### config.mk
export PLATFORM = sky130hd
export DESIGN_NAME = double_ended_queue_core
export DESIGN_NICKNAME = d
export VERILOG_FILES = /design/src/hdl/dq_pkg.sv /design/src/hdl/dq_cell.sv /design/src/hdl/double_ended_queue_core.sv
export SDC_FILE = /design/constraint.sdc
export NUM_CORES = 1
export LEC_CHECK = 0
export CAP_MARGIN = 30
export CORE_MARGIN = 4
export CORE_UTILIZATION = 65
export DETAILED_ROUTE_END_ITERATION = 16
export DONT_BUFFER_PORTS = 1
export GPL_ROUTABILITY_DRIVEN = 0
export GPL_TIMING_DRIVEN = 0
export PLACE_DENSITY = 0.82
export SKIP_CTS_REPAIR_TIMING = 1
export SLEW_MARGIN = 25
export SYNTH_ARGS = -nofsm -noshare
export SYNTH_HDL_FRONTEND = slang
export SYNTH_HIERARCHICAL = 1
export SYNTH_SLANG_ARGS = --single-unit
### constraint.sdc
create_clock -name clk -period 7.8 [get_ports clk]
set_input_delay 0.39 -clock clk [delete_from_list [all_inputs] [get_ports clk]]
set_output_delay 0.39 -clock clk [all_outputs]
set_load 0.1 [all_outputs]
### src/hdl/dq_pkg.sv
`default_nettype none

package dq_pkg;

	localparam int unsigned WORD_W = 32;

	typedef enum logic [1:0] {
		MODE_PUSH_FRONT = 2'd0,
		MODE_PUSH_BACK  = 2'd1,
		MODE_POP_FRONT  = 2'd2,
		MODE_POP_BACK   = 2'd3
	} dq_mode_t;

	// broadcast to every cell of the row
	typedef struct packed {
		logic shift_in_front;  // push at front: every cell takes its left neighbor
		logic shift_out_front; // pop at front: every cell takes its right neighbor
		logic load_back;       // push at back: the cell just past the tail loads the word
	} dq_cell_ctl_t;

endpackage

`default_nettype wire

### src/hdl/dq_cell.sv
`default_nettype none

module dq_cell (
	input  wire                                clk,
	input  wire dq_pkg::dq_cell_ctl_t          ctl,
	input  wire                                tail_hit,
	input  wire logic signed [dq_pkg::WORD_W-1:0] left_data,
	input  wire logic signed [dq_pkg::WORD_W-1:0] right_data,
	input  wire logic signed [dq_pkg::WORD_W-1:0] push_data,
	output logic signed [dq_pkg::WORD_W-1:0]      data_q
);
	import dq_pkg::*;

	// payload only: an entry is read only after it was written
	always_ff @(posedge clk) begin
		if (ctl.shift_in_front) begin
			data_q <= left_data;
		end else if (ctl.shift_out_front) begin
			data_q <= right_data;
		end else if (ctl.load_back && tail_hit) begin
			data_q <= push_data;
		end
	end

endmodule

`default_nettype wire

### src/hdl/double_ended_queue_core.sv
`default_nettype none

// Bounded double-ended queue of signed 32-bit words, built as a row of DEPTH
// cells. The front element always sits in cell 0 and the elements fill the
// row contiguously, so a push at the front shifts the whole row one cell
// toward the back, a pop at the front shifts it one cell toward the front,
// a push at the back loads the cell just past the tail, and a pop at the back
// reads the tail cell. Every input word gives exactly one result word: ok,
// the popped value (zero for pushes and failed pops) and the element count
// after the operation. A push into a full queue and a pop from an empty queue
// fail with ok low and leave the contents unchanged. Rate: one operation per
// clock unless in_stall holds the input; each result appears in the output
// register on the cycle after its word is accepted. The output register is
// the only holding point, so in_stall is high only while a finished result
// is held there by out_stall. No clearing pass is needed after reset: the
// queue starts empty and cells are read only after they were written. The
// count port is $clog2(DEPTH+1) bits wide.
module double_ended_queue_core #(
	parameter int DEPTH = 16
) (
	input  wire                                      clk,
	input  wire                                      arst_n,
	input  wire                                      in_valid,
	output logic                                     in_stall,
	input  wire logic [1:0]                          mode,
	input  wire logic signed [dq_pkg::WORD_W-1:0]    data_in,
	output logic                                     out_valid,
	input  wire                                      out_stall,
	output logic                                     ok,
	output logic signed [dq_pkg::WORD_W-1:0]         data_out,
	output logic [$clog2(DEPTH+1)-1:0]               count
);
	import dq_pkg::*;

	localparam int CW = $clog2(DEPTH + 1);
	localparam int AW = $clog2(DEPTH);

	logic signed [WORD_W-1:0] cell_data [DEPTH];
	logic [CW-1:0]            cnt_q;
	logic [CW-1:0]            cnt_next;
	logic [CW-1:0]            tail_idx;
	logic                     in_fire;
	logic                     full;
	logic                     empty;
	logic                     is_pop;
	logic                     op_ok;
	logic signed [WORD_W-1:0] pop_value;
	dq_mode_t                 op;
	dq_cell_ctl_t             ctl;

	logic                     out_valid_q;
	logic                     ok_q;
	logic signed [WORD_W-1:0] data_out_q;
	logic [CW-1:0]            count_q;

	// accept whenever the output register is free or being emptied
	assign in_stall = out_valid_q && out_stall;
	assign in_fire  = in_valid && !in_stall;

	assign op       = dq_mode_t'(mode);
	assign full     = (cnt_q == CW'(DEPTH));
	assign empty    = (cnt_q == '0);
	assign tail_idx = cnt_q - CW'(1);

	always_comb begin
		is_pop = op inside {MODE_POP_FRONT, MODE_POP_BACK};
		op_ok  = is_pop ? !empty : !full;
	end

	// drive the row: only a successful, accepted operation moves anything
	always_comb begin
		ctl       = '0;
		pop_value = '0;
		cnt_next  = cnt_q;
		case (op)
			MODE_PUSH_FRONT: begin
				ctl.shift_in_front = in_fire && op_ok;
				cnt_next           = cnt_q + CW'(1);
			end
			MODE_PUSH_BACK: begin
				ctl.load_back = in_fire && op_ok;
				cnt_next      = cnt_q + CW'(1);
			end
			MODE_POP_FRONT: begin
				ctl.shift_out_front = in_fire && op_ok;
				pop_value           = cell_data[0];
				cnt_next            = cnt_q - CW'(1);
			end
			MODE_POP_BACK: begin
				pop_value = cell_data[tail_idx[AW-1:0]];
				cnt_next  = cnt_q - CW'(1);
			end
			default: begin
				pop_value = '0;
			end
		endcase
		if (!op_ok) begin
			pop_value = '0;
			cnt_next  = cnt_q;
		end
	end

	genvar gi;
	generate
		for (gi = 0; gi < DEPTH; gi++) begin : g_cell
			logic signed [WORD_W-1:0] left_w;
			logic signed [WORD_W-1:0] right_w;
			logic                     hit_w;

			if (gi == 0) begin : g_first
				assign left_w = data_in;
			end else begin : g_mid_l
				assign left_w = cell_data[gi-1];
			end

			if (gi == DEPTH - 1) begin : g_last
				assign right_w = cell_data[gi];
			end else begin : g_mid_r
				assign right_w = cell_data[gi+1];
			end

			assign hit_w = (cnt_q == CW'(gi));

			dq_cell u_cell (
				.clk        (clk),
				.ctl        (ctl),
				.tail_hit   (hit_w),
				.left_data  (left_w),
				.right_data (right_w),
				.push_data  (data_in),
				.data_q     (cell_data[gi])
			);
		end
	endgenerate

	// element count
	always_ff @(posedge clk or negedge arst_n) begin
		if (!arst_n) begin
			cnt_q <= '0;
		end else if (in_fire) begin
			cnt_q <= cnt_next;
		end
	end

	// output register: load on accept, drop once taken
	always_ff @(posedge clk or negedge arst_n) begin
		if (!arst_n) begin
			out_valid_q <= 1'b0;
		end else if (in_fire) begin
			out_valid_q <= 1'b1;
		end else if (!out_stall) begin
			out_valid_q <= 1'b0;
		end
	end

	always_ff @(posedge clk) begin
		if (in_fire) begin
			ok_q       <= op_ok;
			data_out_q <= pop_value;
			count_q    <= cnt_next;
		end
	end

	assign out_valid = out_valid_q;
	assign ok        = ok_q;
	assign data_out  = data_out_q;
	assign count     = count_q;

`ifndef NO_ASSERTIONS
	a_count_bound: assert property (@(posedge clk) disable iff (!arst_n)
		cnt_q <= CW'(DEPTH))
		else $error("element count beyond depth");

	a_pop_dec: assert property (@(posedge clk) disable iff (!arst_n)
		in_fire && is_pop && !empty |=> cnt_q == $past(cnt_q) - CW'(1))
		else $error("successful pop did not decrement count");

	a_fail_hold: assert property (@(posedge clk) disable iff (!arst_n)
		in_fire && !op_ok |=> $stable(cnt_q))
		else $error("failed operation changed count");

	a_result_count: assert property (@(posedge clk) disable iff (!arst_n)
		in_fire |=> out_valid && count == cnt_q)
		else $error("result count differs from element count");
`endif

endmodule

`default_nettype wire

==> results_dict.tcl <==
set metrics [dict create \
    power.density_mw_per_mm2 307 \
    path_max_fanout 32 \
    slew-limit-headroom 0.321 \
    power_uw 11000 \
    yosysWarnings 6 \
    violations "hold timing" \
    fp-row-count 82 \
    grt_setup_unrepaired "false" \
    htreeDepth 2 \
    synth_compound_area_frac 0.106 \
    io_pins 78 \
    synth-adder-area-share 0.00190 \
    synth_edf_count 550 \
    muxShareOfSynthArea 0.243 \
    fin_crit_ps 4770 \
    ys.flop_type "edfxtp_1" \
    critPathMaxStageDelay_ps 730 \
    crit_slowest_cell "nor2_4" \
    vdd_ir_drop_max_mv 0.238 \
    critPathTopFamily "buffers and inverters" \
    die_width_um 233 \
    p_leak_uw 0.0115 \
    via_per_inst 6.99 \
    layout_commonest_cell "nand2_1" \
    area_growth_pct 9.25 \
    ys_async_sr_fraction 0.0108 \
    numCtsBuffers 58 \
    vias 25000 \
    yosysSeqAreaShare 0.506 \
    yosys.area.top_type_share 0.501 \
    chipHeight_um 233 \
    netlist_instances 2771 \
    drtIter0Drc 3696 \
    n_fill_cell 3374 \
    drt_wl_total_um 98200 \
    seqCellArea_mm2 0.0167 \
    core_mm2 0.0502 \
    finalHoldViolCount 6 \
    syn_nets 2814 \
    whs_ps -12.5 \
    startpoint_type "flip-flop" \
    multi_input_comb_area_mm2 0.0144 \
    place_hpwl_um 71600 \
    hold_class "in -> reg" \
    cts_buffer_depth 3 \
    nets 2902 \
    cp.arrival_ps 5030 \
    timing.fmax_mhz 210 \
    antenna_found_initial 2 \
    initial_core_util 0.657 \
    final_cell_mix "644 x nand2_1, 550 x edfxtp_1, 512 x mux2i_1" \
    cpMostUsedCell "buf_2" \
    gr-total-overflow 0 \
    remaining_drc_errors 0 \
    die_area_mm2 0.0544 \
    cts.reportedPaths.clkPinSlew_ps 60 \
    crit_chain "buf_6 -> buf_2 -> buf_2 -> inv_1 -> ha_1 -> buf_2 -> or3b_1 -> o21ai_1 -> nor2_4 -> buf_6 -> buf_12 -> a211o_2" \
    synth_area_mm2 0.0330 \
    synthXorXnorAreaFrac 0.00266 \
    clk_latency_ps 630 \
    tritoncts "built" \
    setup_violations 0 \
    synthSimpleGateAreaFrac 0.0809 \
    grt_pass1_vias 24900 \
    critical_path_required_ps 8060 \
    fin_skew_ps 28.9 \
    slew_viol_final 0 \
    synth.distinct_cells 39 \
    postLayoutCoreUtil 0.718 \
    status "finished, violations left" \
    synth_top_family_by_area "multiplexers" \
    grt_max_degree 33 \
    crit_type "reg -> reg" \
    worstMarginPinSlew_ps 1020 \
    grt_pass1_wl_um 146000 \
    ant_nets 0 \
    post-route-period-util 0.611 \
    end_kind "flip-flop" \
    track_usage 0.350 \
    path_buf_inv 7 \
    cts_sinks 556 \
    drive_above_1_share 0.159 \
    io_buffers 0 \
    cts_root_buf "clkbuf_16" \
    wire_per_inst_um 27.5 \
    synth_area_leader_cell "edfxtp_1" \
    synth.avg_cell_area_um2 11.9 \
    ys_ff_latch 556 \
    max_cap_violations 0 \
    synth_area_leaders "edfxtp_1 50%, mux2i_1 16%, mux4_2 8.7%" \
    first_pass_iters 6 \
]
-- metrics by stage --
stage          std cells  instance area (µm²)  worst slack (ps)  TNS [ps]  hold slack [ps]
6_report            3577                36000              3030         0            -12.5
5_1_grt             3576                36000              2900         0            -2.64
4_1_cts             3553                35800              3150         0             -575
3_5_place_dp        3448                33900              3170         0             94.8
3_3_place_gp        3443                33800             -4120  -3693210             94.7
2_1_floorplan       2771                33000              50.6         0             94.4
-- routing by layer --
| layer | track usage | share of wire | vias to the layer above |
|---|---|---|---|
| li1 | - | - | 10600 |
| met1 | 0.453 | 0.36 | 12200 |
| met2 | 0.580 | 0.48 | 1892 |
| met3 | 0.0563 | 0.10 | 333 |
| met4 | 0.168 | 0.057 | 0 |
| met5 | 0 | 0 | - |
-- synthesized netlist by cell type (8+ instances only) --
cell	instances
clkbuf_1	39
o21ai_1	465
buf_6	20
buf_12	48
mux4_2	128
nand2_1	644
a21oi_1	36
and2_1	11
buf_1	8
mux2i_1	512
o21ai_0	51
a21oi_2	30
edfxtp_1	550
nor2_1	10
buf_2	118
a211o_1	48
-- power breakdown --
part	leakage [µW]	total (µW)	switching (µW)	internal, µW
clock	0.000912	2770	1200	1570
combinational	0.00540	3950	2400	1550
sequential	0.00517	4320	577	3750
-- final timing paths --
path	from	endpoint	slack (ps)	depth (start not counted)
max	cnt_q[0]	g_cell[5].u_cell/data_q[8]	3030	12
min	data_in[21]	g_cell[0].u_cell/data_q[21]	-10	2
max reg2reg	cnt_q[0]	g_cell[5].u_cell/data_q[8]	3030	12
min reg2reg	g_cell[12].u_cell/data_q[30]	g_cell[13].u_cell/data_q[30]	610	2
max in group asynchronous	arst_n	cnt_q[4]	7310	1
min in group asynchronous	arst_n	cnt_q[1]	170	1
-- logic make-up after synthesis --
family	count (synthesis)
and+or+nand+nor	685
muxes	640
AOI/OAI and AO/OA	636
DFF	556
buffers and inverters	239
xor gates and xnor gates	10
adders and majority gates	5
-- registers in the layout, summed over array words and instances, names as in the netlist --
register	flops
data_out	32
g_cell.u_cell/data_q	512
out_valid	1
count	5
cnt_q	5
ok	1
-- final cells by class --
type | count | area share
Antenna cell | 1 | 0.0000695
Clock inverter | 32 | 0.00789
Buffer | 234 | 0.0544
Multi-Input combinational cell | 1976 | 0.399
Tap cell | 672 | 0.0234
Sequential cell | 556 | 0.463
Inverter | 5 | 0.000521
Clock buffer | 73 | 0.0433
Timing Repair Buffer | 28 | 0.00869
No activity file was read; power rests on OpenSTA's default activity.
